==> src/design/upi_pkg.sv <==
// shared types, constants and the arctangent table of the pose integrator
package upi_pkg;

   localparam int CORDIC_STAGES = 16;
   localparam int ATAN_ENTRIES  = 24;
   localparam int CORDIC_ITERS  =
      (CORDIC_STAGES < ATAN_ENTRIES) ? CORDIC_STAGES : ATAN_ENTRIES;
   localparam int IDX_W = (CORDIC_ITERS > 1) ? $clog2(CORDIC_ITERS) : 1;

   // heading in q3.13, kept 18 bits wide while a step is in flight
   localparam logic signed [17:0] HEAD_PI     = 18'sd25736;
   localparam logic signed [17:0] HEAD_TWO_PI = 18'sd51472;

   // cordic angle and vector words, q2.30 with headroom
   localparam logic signed [33:0] Q30_PI      = 34'sd3373259426;
   localparam logic signed [33:0] Q30_HALF_PI = 34'sd1686629713;
   localparam logic signed [33:0] CORDIC_GAIN = 34'sd652032874;

   typedef enum logic {
      OP_STEP = 1'b0,
      OP_LOAD = 1'b1
   } op_type;

   typedef enum logic [2:0] {
      ST_IDLE,
      ST_CORDIC,
      ST_MUL,
      ST_POS,
      ST_WRAP,
      ST_OUT
   } state_type;

   typedef struct packed {
      logic               op;
      logic signed [15:0] linear_speed;
      logic signed [15:0] angular_speed;
      logic        [15:0] step_time;
      logic signed [31:0] load_x;
      logic signed [31:0] load_y;
      logic signed [15:0] load_heading;
   } req_type;

   typedef struct packed {
      logic signed [31:0] pose_x;
      logic signed [31:0] pose_y;
      logic signed [15:0] pose_heading;
   } rsp_type;

   typedef struct packed {
      logic signed [31:0] cos_val;
      logic signed [31:0] sin_val;
   } trig_type;

   function automatic logic [29:0] atan_q30(input logic [4:0] idx);
      logic [29:0] val;
      case (idx)
         5'd0:    val = 30'd843314857;
         5'd1:    val = 30'd497837829;
         5'd2:    val = 30'd263043837;
         5'd3:    val = 30'd133525159;
         5'd4:    val = 30'd67021687;
         5'd5:    val = 30'd33543516;
         5'd6:    val = 30'd16775851;
         5'd7:    val = 30'd8388437;
         5'd8:    val = 30'd4194283;
         5'd9:    val = 30'd2097149;
         5'd10:   val = 30'd1048576;
         5'd11:   val = 30'd524288;
         5'd12:   val = 30'd262144;
         5'd13:   val = 30'd131072;
         5'd14:   val = 30'd65536;
         5'd15:   val = 30'd32768;
         5'd16:   val = 30'd16384;
         5'd17:   val = 30'd8192;
         5'd18:   val = 30'd4096;
         5'd19:   val = 30'd2048;
         5'd20:   val = 30'd1024;
         5'd21:   val = 30'd512;
         5'd22:   val = 30'd256;
         5'd23:   val = 30'd128;
         default: val = 30'd0;
      endcase
      return val;
   endfunction

endpackage

==> src/design/unicycle_pose_integrator.sv <==
// Planar pose integrator: each request either loads the pose (x, y, heading) or advances it
// by one Euler step, and each gives exactly one response with the new pose. The block takes
// one request at a time and holds req_stall high until the response has been taken. A load
// goes straight to the heading wrap and then shows its response. A step first runs the
// iterative cordic, one micro-rotation per cycle, for cosine and sine; then a single 33x17
// multiplier is shared for speed times step time, angular speed times step time for the
// heading increment and the four half-word products of the position increments, followed
// by the saturating position update and the heading wrap before the response is shown.
module unicycle_pose_integrator (
   input  logic             clock,
   input  logic             reset,
   input  logic             req_valid,
   output logic             req_stall,
   input  upi_pkg::req_type req_data,
   output logic             rsp_valid,
   input  logic             rsp_stall,
   output upi_pkg::rsp_type rsp_data
);

   // multiplier schedule within ST_MUL
   localparam logic [2:0] MS_VD    = 3'd0;
   localparam logic [2:0] MS_WD    = 3'd1;
   localparam logic [2:0] MS_CLO   = 3'd2;
   localparam logic [2:0] MS_CHI   = 3'd3;
   localparam logic [2:0] MS_SLO   = 3'd4;
   localparam logic [2:0] MS_SHI   = 3'd5;
   localparam logic [2:0] MS_DRAIN = 3'd6;

   localparam logic signed [63:0] POS_ROUND = 64'sh20_0000_0000;
   localparam logic signed [32:0] HEAD_ROUND = 33'sd16384;

   upi_pkg::state_type state_ff, state_in;

   logic [2:0]         mstep_ff;
   logic signed [31:0] x_ff;
   logic signed [31:0] y_ff;
   logic signed [15:0] heading_ff;
   logic signed [17:0] hw_ff;
   logic signed [15:0] v_ff;
   logic signed [15:0] w_ff;
   logic        [15:0] dt_ff;
   logic signed [31:0] vd_ff;
   logic signed [17:0] dh_ff;
   logic signed [63:0] acc_x_ff;
   logic signed [63:0] acc_y_ff;

   logic               req_take;
   logic               cordic_start;
   logic               cordic_done;
   upi_pkg::trig_type  trig;
   logic signed [32:0] mul_a;
   logic signed [16:0] mul_b;
   logic signed [49:0] mul_p;
   logic signed [32:0] head_sum;
   logic signed [63:0] round_x;
   logic signed [63:0] round_y;
   logic signed [25:0] dx;
   logic signed [25:0] dy;
   logic signed [32:0] x_sum;
   logic signed [32:0] y_sum;
   logic signed [31:0] x_sat;
   logic signed [31:0] y_sat;
   logic               hw_in_range;

   upi_cordic u_cordic (
      .clock   (clock),
      .reset   (reset),
      .start   (cordic_start),
      .heading (heading_ff),
      .done    (cordic_done),
      .trig    (trig)
   );

   upi_mul u_mul (
      .clock (clock),
      .mul_a (mul_a),
      .mul_b (mul_b),
      .mul_p (mul_p)
   );

   assign req_take    = req_valid && !req_stall;
   assign hw_in_range = (hw_ff <= upi_pkg::HEAD_PI) && (hw_ff >= -upi_pkg::HEAD_PI);

   // next state
   always_comb begin
      state_in = state_ff;
      case (state_ff)
         upi_pkg::ST_IDLE: begin
            if (req_valid) begin
               if (req_data.op == upi_pkg::OP_LOAD) begin
                  state_in = upi_pkg::ST_WRAP;
               end else begin
                  state_in = upi_pkg::ST_CORDIC;
               end
            end
         end
         upi_pkg::ST_CORDIC: begin
            if (cordic_done) begin
               state_in = upi_pkg::ST_MUL;
            end
         end
         upi_pkg::ST_MUL: begin
            if (mstep_ff == MS_DRAIN) begin
               state_in = upi_pkg::ST_POS;
            end
         end
         upi_pkg::ST_POS: begin
            state_in = upi_pkg::ST_WRAP;
         end
         upi_pkg::ST_WRAP: begin
            if (hw_in_range) begin
               state_in = upi_pkg::ST_OUT;
            end
         end
         upi_pkg::ST_OUT: begin
            if (!rsp_stall) begin
               state_in = upi_pkg::ST_IDLE;
            end
         end
         default: state_in = upi_pkg::ST_IDLE;
      endcase
   end

   // control outputs and multiplier operands
   always_comb begin
      req_stall    = (state_ff != upi_pkg::ST_IDLE);
      rsp_valid    = (state_ff == upi_pkg::ST_OUT);
      cordic_start = req_take && (req_data.op == upi_pkg::OP_STEP);
      mul_a        = '0;
      mul_b        = '0;
      if (state_ff == upi_pkg::ST_MUL) begin
         case (mstep_ff)
            MS_VD: begin
               mul_a = {v_ff[15], {16{v_ff[15]}}, v_ff};
               mul_b = {1'b0, dt_ff};
            end
            MS_WD: begin
               mul_a = {w_ff[15], {16{w_ff[15]}}, w_ff};
               mul_b = {1'b0, dt_ff};
            end
            MS_CLO: begin
               mul_a = {vd_ff[31], vd_ff};
               mul_b = {1'b0, trig.cos_val[15:0]};
            end
            MS_CHI: begin
               mul_a = {vd_ff[31], vd_ff};
               mul_b = {trig.cos_val[31], trig.cos_val[31:16]};
            end
            MS_SLO: begin
               mul_a = {vd_ff[31], vd_ff};
               mul_b = {1'b0, trig.sin_val[15:0]};
            end
            MS_SHI: begin
               mul_a = {vd_ff[31], vd_ff};
               mul_b = {trig.sin_val[31], trig.sin_val[31:16]};
            end
            default: begin
               mul_a = '0;
               mul_b = '0;
            end
         endcase
      end
   end

   // rounding of the heading and position steps, saturation of the position
   always_comb begin
      head_sum = mul_p[32:0] + HEAD_ROUND;
      round_x  = acc_x_ff + POS_ROUND;
      round_y  = acc_y_ff + POS_ROUND;
      dx       = round_x[63:38];
      dy       = round_y[63:38];
      x_sum    = {x_ff[31], x_ff} + {{7{dx[25]}}, dx};
      y_sum    = {y_ff[31], y_ff} + {{7{dy[25]}}, dy};
      if (x_sum[32] != x_sum[31]) begin
         x_sat = {x_sum[32], {31{~x_sum[32]}}};
      end else begin
         x_sat = x_sum[31:0];
      end
      if (y_sum[32] != y_sum[31]) begin
         y_sat = {y_sum[32], {31{~y_sum[32]}}};
      end else begin
         y_sat = y_sum[31:0];
      end
   end

   always_ff @(posedge clock) begin
      if (reset) begin
         state_ff   <= upi_pkg::ST_IDLE;
         mstep_ff   <= MS_VD;
         x_ff       <= '0;
         y_ff       <= '0;
         heading_ff <= '0;
      end else begin
         state_ff <= state_in;
         if (state_ff == upi_pkg::ST_MUL) begin
            mstep_ff <= 3'(mstep_ff + 1'b1);
         end else begin
            mstep_ff <= MS_VD;
         end
         if (req_take && (req_data.op == upi_pkg::OP_LOAD)) begin
            x_ff <= req_data.load_x;
            y_ff <= req_data.load_y;
         end else if (state_ff == upi_pkg::ST_POS) begin
            x_ff <= x_sat;
            y_ff <= y_sat;
         end
         if ((state_ff == upi_pkg::ST_WRAP) && hw_in_range) begin
            heading_ff <= hw_ff[15:0];
         end
      end
   end

   // datapath registers
   always_ff @(posedge clock) begin
      if (req_take) begin
         v_ff  <= req_data.linear_speed;
         w_ff  <= req_data.angular_speed;
         dt_ff <= req_data.step_time;
         hw_ff <= {{2{req_data.load_heading[15]}}, req_data.load_heading};
      end else if (state_ff == upi_pkg::ST_POS) begin
         hw_ff <= {{2{heading_ff[15]}}, heading_ff} + dh_ff;
      end else if (state_ff == upi_pkg::ST_WRAP) begin
         if (hw_ff > upi_pkg::HEAD_PI) begin
            hw_ff <= hw_ff - upi_pkg::HEAD_TWO_PI;
         end else if (hw_ff < -upi_pkg::HEAD_PI) begin
            hw_ff <= hw_ff + upi_pkg::HEAD_TWO_PI;
         end
      end
      // the product seen at a step is the one issued at the step before it
      if (state_ff == upi_pkg::ST_MUL) begin
         case (mstep_ff)
            MS_WD:    vd_ff    <= mul_p[31:0];
            MS_CLO:   dh_ff    <= head_sum[32:15];
            MS_CHI:   acc_x_ff <= {{14{mul_p[49]}}, mul_p};
            MS_SLO:   acc_x_ff <= acc_x_ff + {mul_p[47:0], 16'h0};
            MS_SHI:   acc_y_ff <= {{14{mul_p[49]}}, mul_p};
            MS_DRAIN: acc_y_ff <= acc_y_ff + {mul_p[47:0], 16'h0};
            default:  vd_ff    <= vd_ff;
         endcase
      end
   end

   always_comb begin
      rsp_data.pose_x       = x_ff;
      rsp_data.pose_y       = y_ff;
      rsp_data.pose_heading = heading_ff;
   end

   a_accept_starts_work: assert property (@(posedge clock) disable iff (reset)
      req_take |=> (state_ff == upi_pkg::ST_CORDIC) || (state_ff == upi_pkg::ST_WRAP))
      else $error("accepted request did not start cordic or wrap");

   a_heading_wrapped: assert property (@(posedge clock) disable iff (reset)
      rsp_valid |-> ((rsp_data.pose_heading <= 16'sd25736) &&
                     (rsp_data.pose_heading >= -16'sd25736)))
      else $error("response heading outside minus pi to pi");

   a_cordic_done_in_place: assert property (@(posedge clock) disable iff (reset)
      cordic_done |-> (state_ff == upi_pkg::ST_CORDIC))
      else $error("cordic finished outside its state");

   a_single_response: assert property (@(posedge clock) disable iff (reset)
      (rsp_valid && !rsp_stall) |=> !rsp_valid)
      else $error("response repeated after it was taken");

endmodule

==> src/design/upi_cordic.sv <==
// iterative rotation-mode cordic: one micro-rotation per cycle
module upi_cordic (
   input  logic                  clock,
   input  logic                  reset,
   input  logic                  start,
   input  logic signed [15:0]    heading,
   output logic                  done,
   output upi_pkg::trig_type     trig
);

   logic                     busy_ff;
   logic                     done_ff;
   logic [upi_pkg::IDX_W-1:0] idx_ff;
   logic                     flip_ff;
   logic signed [33:0]       x_ff;
   logic signed [33:0]       y_ff;
   logic signed [33:0]       z_ff;

   logic signed [33:0] z_full;
   logic signed [33:0] z_start;
   logic               flip_start;
   logic signed [33:0] x_shift;
   logic signed [33:0] y_shift;
   logic signed [33:0] atan_val;
   logic               last;
   logic signed [33:0] cos_full;
   logic signed [33:0] sin_full;

   // heading q3.13 to q2.30, folded into the right half plane
   always_comb begin
      z_full = $signed({heading[15], heading, 17'b0});
      if (z_full > upi_pkg::Q30_HALF_PI) begin
         z_start    = z_full - upi_pkg::Q30_PI;
         flip_start = 1'b1;
      end else if (z_full < -upi_pkg::Q30_HALF_PI) begin
         z_start    = z_full + upi_pkg::Q30_PI;
         flip_start = 1'b1;
      end else begin
         z_start    = z_full;
         flip_start = 1'b0;
      end
   end

   always_comb begin
      x_shift  = x_ff >>> idx_ff;
      y_shift  = y_ff >>> idx_ff;
      atan_val = $signed({4'b0, upi_pkg::atan_q30(5'(idx_ff))});
      last     = (idx_ff == upi_pkg::IDX_W'(upi_pkg::CORDIC_ITERS - 1));
   end

   always_ff @(posedge clock) begin
      if (reset) begin
         busy_ff <= 1'b0;
         done_ff <= 1'b0;
      end else begin
         done_ff <= busy_ff && last;
         if (start) begin
            busy_ff <= 1'b1;
         end else if (busy_ff && last) begin
            busy_ff <= 1'b0;
         end
      end
   end

   always_ff @(posedge clock) begin
      if (start) begin
         idx_ff  <= '0;
         flip_ff <= flip_start;
         x_ff    <= upi_pkg::CORDIC_GAIN;
         y_ff    <= '0;
         z_ff    <= z_start;
      end else if (busy_ff) begin
         idx_ff <= upi_pkg::IDX_W'(idx_ff + 1'b1);
         if (z_ff >= 0) begin
            x_ff <= x_ff - y_shift;
            y_ff <= y_ff + x_shift;
            z_ff <= z_ff - atan_val;
         end else begin
            x_ff <= x_ff + y_shift;
            y_ff <= y_ff - x_shift;
            z_ff <= z_ff + atan_val;
         end
      end
   end

   always_comb begin
      cos_full     = flip_ff ? -x_ff : x_ff;
      sin_full     = flip_ff ? -y_ff : y_ff;
      trig.cos_val = cos_full[31:0];
      trig.sin_val = sin_full[31:0];
   end

   assign done = done_ff;

endmodule

==> src/design/upi_mul.sv <==
// shared signed multiplier with a registered product
module upi_mul (
   input  logic               clock,
   input  logic signed [32:0] mul_a,
   input  logic signed [16:0] mul_b,
   output logic signed [49:0] mul_p
);

   logic signed [49:0] prod_ff;

   always_ff @(posedge clock) begin
      prod_ff <= mul_a * mul_b;
   end

   assign mul_p = prod_ff;

endmodule

==> config.mk <==
export PLATFORM = sky130hd
export DESIGN_NAME = unicycle_pose_integrator
export DESIGN_NICKNAME = d
export VERILOG_FILES = /design/src/design/upi_pkg.sv /design/src/design/unicycle_pose_integrator.sv /design/src/design/upi_cordic.sv /design/src/design/upi_mul.sv
export SDC_FILE = /design/constraint.sdc
export NUM_CORES = 2
export LEC_CHECK = 0
export BUFFER_PORTS_ARGS = -buffer_cell sky130_fd_sc_hd__buf_4
export CAP_MARGIN = 30
export CORE_UTILIZATION = 35
export CTS_BUF_LIST = sky130_fd_sc_hd__clkbuf_8
export DETAILED_ROUTE_END_ITERATION = 7
export HOLD_SLACK_MARGIN = 0.05
export SLEW_MARGIN = 40
export SYNTH_ARGS = -nofsm -noshare
export SYNTH_HDL_FRONTEND = slang
export SYNTH_SLANG_ARGS = --single-unit
==> constraint.sdc <==
create_clock -name clock -period 13.3 [get_ports clock]
set_clock_uncertainty 0.15 [all_clocks]
set_input_delay 0.665 -clock clock [delete_from_list [all_inputs] [get_ports clock]]
set_output_delay 0.665 -clock clock [all_outputs]
set_load 0.02 [all_outputs]
# Yosys cells after proc, flatten, opt, wreduce, memory -nomap -nowiden
# Memory sizes are Yosys's and may differ from the RTL's. A register that Yosys moved wholly into a read port is not among the register bits.
# Index checks and enable logic that the tools add are counted.
totals:
  regBits: 489
  romBits: 480
  elab_cells: 141
  n_memories: 1
memory_table:
  columns: ["name", "depth", "width", "read_ports", "rd_clocked_by_memory_dff", "wr", "line_no", "rtl"]
  rows:
  - ["(name not given)", 16, 30, 1, 1, 0, "upi_pkg.sv:56", "case (idx)"]
classes:
  addsub: 22
  n_mul: 1
  order_cmp: 7
  eq_ne: 19
  n_shift: 2
  mux: 38
  bitwise_logic: 4
  n_reduce_logical: 26
op_table:
  columns: ["operator", "count"]
  rows:
  - ["$mux 32", 8]
  - ["$pmux 64 s2", 2]
  - ["$mux 34", 7]
  - ["$add 64x39->64 const B", 2]
  - ["$add 64x64->64", 2]
  - ["$pmux 33 s3", 1]
  - ["$mux 18", 5]
  - ["$pmux 17 s5", 1]
  - ["$add 34x34->34", 2]
  - ["$sshr 34x4->34", 2]
  - ["$sub 34x34->34", 2]
  - ["$add 32x26->33", 2]
  - ["$neg 32->32", 2]
  - ["$mul 33x17->50", 1]
  - ["$add 33x33->34 const B", 1]
  - ["$add 34x31->34", 1]
  - ["$ge 34x1->1 const B", 1]
  - ["$sub 33x33->34 const B", 1]
  - ["$sub 34x31->34", 1]
  - ["$add 33x15->33 const B", 1]
  - ["$gt 33x32->1 const B", 1]
  - ["$lt 33x32->1 const B", 1]
  - ["$mux 33", 1]
  - ["$add 18x17->18 const B", 1]
  - ["31 further kinds", 70]

# Logic depth before layout (Yosys ltp)
logic_depth:
  depth_word: 6
  mapped_depth: 37
  ltp_nobuf: 36

# By module
# From an unflattened synthesis, not the netlist that was laid out.
hier_totals:
  hier_cells: 6999
  hier_area_um2: 60729.5
by_module_without_submodules:
  columns: ["module", "instances", "cells_each", "area_per_inst_um2", "seq_area_each_um2"]
  rows:
  - ["unicycle_pose_integrator", 1, 2617, 23070.9, 8087.8]
  - ["upi_mul", 1, 2150, 19976.7, 1001.0]
  - ["upi_cordic", 1, 2232, 17682.0, 3093.0]

# Worst setup path before layout
# Ideal clock, no wire load.
synth_path:
  kind: "flip-flop to flip-flop"
  from: "reg u_cordic.y_ff[6]"
  to: "reg u_mul.prod_ff[48] (netlist: u_mul.mul_p[48])"
  setup_time_ns: 0.118
  arrival_ns: 9.782
  required_ns: 13.032
  setup_slack_ns: 3.250
  path_stages_with_launch: 34
  n_path_buf: 3
  synth_period_minus_slack_ns: 10.050
  path_cell_list: "dfxtp_1 > buf_6 > or4_4 > or3_1 > or3_4 > or4_4 > or3_1 > or3_1 > o31ai_2 > xor2_1 > o22ai_2 > a211oi_4 > buf_4 > nor2_1 > fa_1 > fa_1 > fa_1 > fa_1 > fa_1 > inv_1 > fa_1 > inv_1 > ha_1 > clkbuf_1 > nand4_1 > or3_1 > a211o_1 > a2111oi_0 > o41ai_1 > a21oi_1 > o21ai_0 > o21ai_0 > a21oi_1 > xnor2_1"
synth_between:
  elab_chain_len: 5
synth_rtl:
  columns: ["item", "line_no", "rtl"]
  rows:
  - ["from (decl)", "upi_cordic.sv:16", "logic signed [33:0] y_ff;"]
  - ["from (signal assigned)", "upi_cordic.sv:76", "y_ff <= y_ff + x_shift;"]
  - ["from (signal assigned)", "upi_cordic.sv:80", "y_ff <= y_ff - x_shift;"]
  - ["$neg 32->32", "upi_cordic.sv:88", "sin_full = flip_ff ? -y_ff : y_ff;"]
  - ["$mux 32 (*)", "upi_cordic.sv:88", null]
  - ["$pmux 17 s5 (*)", "unicycle_pose_integrator.sv:132", "case (mstep_ff)"]
  - ["$mux 17 (*)", "unicycle_pose_integrator.sv:131", "if (state_ff == upi_pkg::ST_MUL) begin"]
  - ["$mul 33x17->50 (*)", "upi_mul.sv:12", "prod_ff <= mul_a * mul_b;"]
  - ["to (signal assigned)", "upi_mul.sv:12", null]
  - ["to (decl)", "upi_mul.sv:9", "logic signed [49:0] prod_ff;"]
# Every way passes the cells marked *; elsewhere a longest branch is shown, timed or not.
# A chain may end at the register's enable or synchronous reset.

# Worst setup path in the final report
# Same ends and word-level chain as after synthesis.

==> reports/qor_table.md <==
| Step | Metric | This run |
|:---|:---|:---|
| run status | Status | finished, final reports clean |
| critical path | Worst endpoint data arrival time | 12.20 ns |
| hold path | Hold_sp | req_data[58] |
| grt | Gr ovfl total | 0 |
| placement | HPWL Detailed | 149.8 mm |
| synthesis | Top post-synthesis cells by area | sky130_fd_sc_hd__fa_1 18%, sky130_fd_sc_hd__edfxtp_1 12%, sky130_fd_sc_hd__ha_1 8.9% |
| hold path | Worst hold endpoint | x_ff[10] |
| finish | Number of nets in the layout | 8,188 |
| sta | RSZ-0062 raised after global routing | no |
| floorplanning | Std-Cell Core Area | 0.1693 sq mm |
| critical path | Category of the worst setup path launch point | flop |
| clocking | CTS H-Tree Depth | 3 |
| synthesis | Avg Cell Area, Syn | 8.582 sq um |
| grt | Overall Global Routing Usage | 0.2236 |
| floorplanning | I/O pin cnt | 215 |
| routing | Starting DRT DRC Count | 4,356 |
| clocking | Count of buffers added by post-CTS timing repair for setup | 0 |
| hold path | Hold crit path type | in -> reg |
| routing | First drt pass iteration count | 5 |
| grt | Pin count of the biggest net entering global routing | 90 |
| routing | Total number of vias | 52,100 |
| power and ir drop | Leakage power total | 30.27 nW |
| routing | ANT nets after route | 0 |
| synthesis | Synth Register Bits | 485 |
| floorplanning | Initial core utilization | 0.3520 |
| clocking | Clock latency on the worst-skew pair | 0.84 ns |
| synthesis | Netlist cell types | 89 |
| critical path | Worst reg2reg endpoint | u_mul.mul_p[48] |
| critical path | CP max-delay cell | sky130_fd_sc_hd__a2111oi_1 |
| synthesis | Sequential fraction of the synthesis area | 0.2044 |
| placement | Final weighted congestion in routability-driven placement | 0.9567 |
| clocking | TritonCTS buffer count | 95 |
| hold path | Worst hold path depth | 3 |
| critical path | Type of destination of the critical path | flop |
| routing | Detailed Route WL | 196.3 mm |
| clocking | Clock tree from TritonCTS | done |
| critical path | Depth of the most critical reg-to-reg path | 32 |
| routing | Wire length per cell after detailed routing | 20.88 um |
| grt | Wire length of the first global-routing pass | 302.3 mm |
| sta | Total negative setup slack | 0 ns |
| synthesis | Most frequently used cell type in the post-synthesis netlist | sky130_fd_sc_hd__nor2_1 |
| synthesis | Post-synth EDFFs | 247 |
| clocking | Number of sinks on the clock net | 485 |
| synthesis | Synth Instances | 6,944 |
| sta | Final Hold Fails | 0 |
| finish | Area added between synthesis and finish | 11.78% |
| finish | Fraction of final layout cells with drive strength greater than 1 | 0.09045 |
| synthesis | Commonest register cell after synthesis | sky130_fd_sc_hd__edfxtp_1 |
| grt | Vias in the first global route | 51,600 |
| sta | Actual slew at the worst max-slew pin | 0.9878 ns |
| finish | Util after Layout | 0.3935 |
| critical path | Startpoint of the most critical register-to-register path | u_cordic.y_ff[6] |
| critical path | Longest individual stage delay on the worst path | 0.78 ns |
| power and ir drop | Pwr dens | 159.8 mW/mm^2 |
| run | Number of max-cap violations | 0 |
| synthesis | Share of flip-flops with an asynchronous set or reset | 0 |
| synthesis | Synth top cells by count | 732 x sky130_fd_sc_hd__nor2_1, 688 x sky130_fd_sc_hd__inv_1, 629 x sky130_fd_sc_hd__nand2_1 |
| critical path | Kind of cell adding the most delay to the critical path | adder cells |
| floorplanning | Floorplan die height | 414.6 um |
| sta | Final Critical Period | 11.66 ns |
| sta | Maximum achievable frequency | 0.08577 GHz |
| finish | Sequential Area | 0.01220 sq mm |
| finish | Filler cell count in the final layout | 17,230 |
| sta | Max transition margin | 0.3415 |
| floorplanning | Number of standard-cell rows in the floorplan | 151 |
| critical path | Worst endpoint required time | 13.84 ns |
| floorplanning | Area of the die | 0.1719 sq mm |
| critical path | Crit path kind | reg -> reg |
| synthesis | Biggest area consumer among synthesized cells | sky130_fd_sc_hd__fa_1 |
| critical path | Total buffers and inverters traversed by the critical path | 4 |
| critical path | Maximum fanout along the worst path | 34 |
| clocking | Number of instances resized during post-cts repair | 0 |
| clocking | Number of buffers inserted by hold repair at cts | 124 |
| finish | Total area of multi-input combinational cells | 0.04359 sq mm |
| clocking | Buffers from clock root to sink, at most | 3 |
| grt | Number of antenna violations at the first check in global routing | 5 |
| routing | Average via count per standard cell | 5.543 |
| synthesis | Synth warn | 0 |
| synthesis | Cell Area, Synth | 0.05959 sq mm |
| routing | DRC viols | 0 |
| clocking | Clock-pin slew of the registers on the worst-case setup and hold paths | 0.06 ns |
| critical path | Worst setup slack for register-to-register paths | 1.64 ns |
| placement | I/O Buffers | 214 |
| synthesis | Total nets after synthesis | 8,039 |
| sta | Total count of max-transition violations in the final report | 0 |
| floorplanning | Horiz. Die Dim | 414.6 um |
| clocking | Clock Root Buffer | sky130_fd_sc_hd__clkbuf_8 |
| critical path | Worst path most repeated cell | sky130_fd_sc_hd__fa_1 |
| sta | Count of final setup violators | 0 |
| synthesis | Area share of the largest cell type after synthesis | 0.1801 |
| power and ir drop | Peak supply drop | 0.0001331 V |
| sta | Part of the cycle the worst path needs | 0.8766 |
[layout by cell type (no fill, tap or decap), types with 165 or more instances in the layout]
cell / synthesis / routed
sky130_fd_sc_hd__nand2_1: 629 / 625
sky130_fd_sc_hd__buf_4: 7 / 282
sky130_fd_sc_hd__dfxtp_1: 238 / 233
sky130_fd_sc_hd__ha_1: 426 / 426
sky130_fd_sc_hd__a21o_1: 165 / 165
sky130_fd_sc_hd__inv_1: 688 / 722
sky130_fd_sc_hd__xor2_1: 241 / 241
sky130_fd_sc_hd__fa_1: 536 / 536
sky130_fd_sc_hd__edfxtp_1: 247 / 247
sky130_fd_sc_hd__nor2_1: 732 / 726
sky130_fd_sc_hd__o21ai_0: 378 / 377
sky130_fd_sc_hd__xnor2_1: 278 / 277
sky130_fd_sc_hd__a21oi_1: 456 / 453
[cell families after synthesis]
kind of cell	count (synthesis)	synth area share
and+or+nand+nor	2165	0.1669
AOI/OAI and AO/OA	1550	0.1643
buffers and inverters	1053	0.06736
adders and majority gates	962	0.2695
xor gates and xnor gates	519	0.07628
DFF	485	0.2044
muxes	210	0.05123
[where the power goes]
group,internal (W),leakage (nW),switching [W]
Clock,0.000890,1.16,0.000755
Combinational,0.00283,24.9,0.00377
Sequential,0.00193,4.20,0.000463
[metal layers]
| metal | track usage | vias up | share of wire |
|---|---|---|---|
| li1 | - | 24260 | - |
| met1 | 0.2863 | 25620 | 0.42 |
| met2 | 0.3730 | 1828 | 0.48 |
| met3 | 0.03517 | 402 | 0.065 |
| met4 | 0.09523 | 0 | 0.044 |
| met5 | 0 | - | 0 |
[worst max-delay path by stage]
stage / from / endpoint / slack [ns] / cells after the start
floorplan: u_cordic.y_ff[6] / u_mul.mul_p[48] / 3.25 / 33
CTS: u_cordic.y_ff[6] / u_mul.mul_p[48] / 1.72 / 32
global placement: u_cordic.y_ff[6] / u_mul.mul_p[48] / 1.63 / 32
finish: u_cordic.y_ff[6] / u_mul.mul_p[48] / 1.64 / 32
detailed placement: u_cordic.y_ff[6] / u_mul.mul_p[48] / 1.74 / 32
global route: u_cordic.y_ff[6] / u_mul.mul_p[48] / 1.27 / 32
[worst register-to-register path, delay by kind of cell, from the launching register on]
kind / cells / cell delay [ns]
adders and majority gates: 7 / 3.60
and+or+nand+nor: 9 / 3.52
buffers and inverters: 4 / 0.82
xor gates and xnor gates: 2 / 0.40
DFF: 1 / 0.42
AOI/OAI and AO/OA: 10 / 2.68
[registers in the layout (all words and copies together) (netlist names), 18 cells and up]
| name | count |
|---|---|
| y_ff | 32 |
| u_cordic.atan_val | 28 |
| u_cordic.x_ff | 34 |
| u_mul.mul_p | 50 |
| dh_ff | 18 |
| hw_ff | 18 |
| u_cordic.z_ff | 34 |
| vd_ff | 32 |
| x_ff | 32 |
| acc_x_ff | 48 |
| acc_y_ff | 48 |
| u_cordic.y_ff | 34 |
[per-stage QoR]
| step | hold slack, ns | instances | area [sq um] | setup WS [ns] | power [W] |
|---|---|---|---|---|---|
| floorplan | 0.2882 | 6944 | 59590 | 3.250 | 0.007336 |
| global placement | 0.3446 | 9086 | 63250 | 1.633 | 0.008779 |
| detailed placement | 0.3421 | 9089 | 63310 | 1.743 | 0.008849 |
| CTS | 0.05909 | 9392 | 66560 | 1.724 | 0.01060 |
| global route | 0.09086 | 9396 | 66600 | 1.274 | 0.01147 |
| finish | 0.1182 | 9399 | 66610 | 1.641 | 0.01064 |
[cell type report]
type                    count  share of cell area
multi-input cells        5406              0.6544
clock inverters            66            0.006894
diodes                      6           0.0002254
flip-flops and latches    485              0.1831
repair buffers            412             0.05134
inverters                 693             0.03907
clock buffers             113             0.02335
well taps                2218             0.04166
Power figures use the tool's default switching activity.
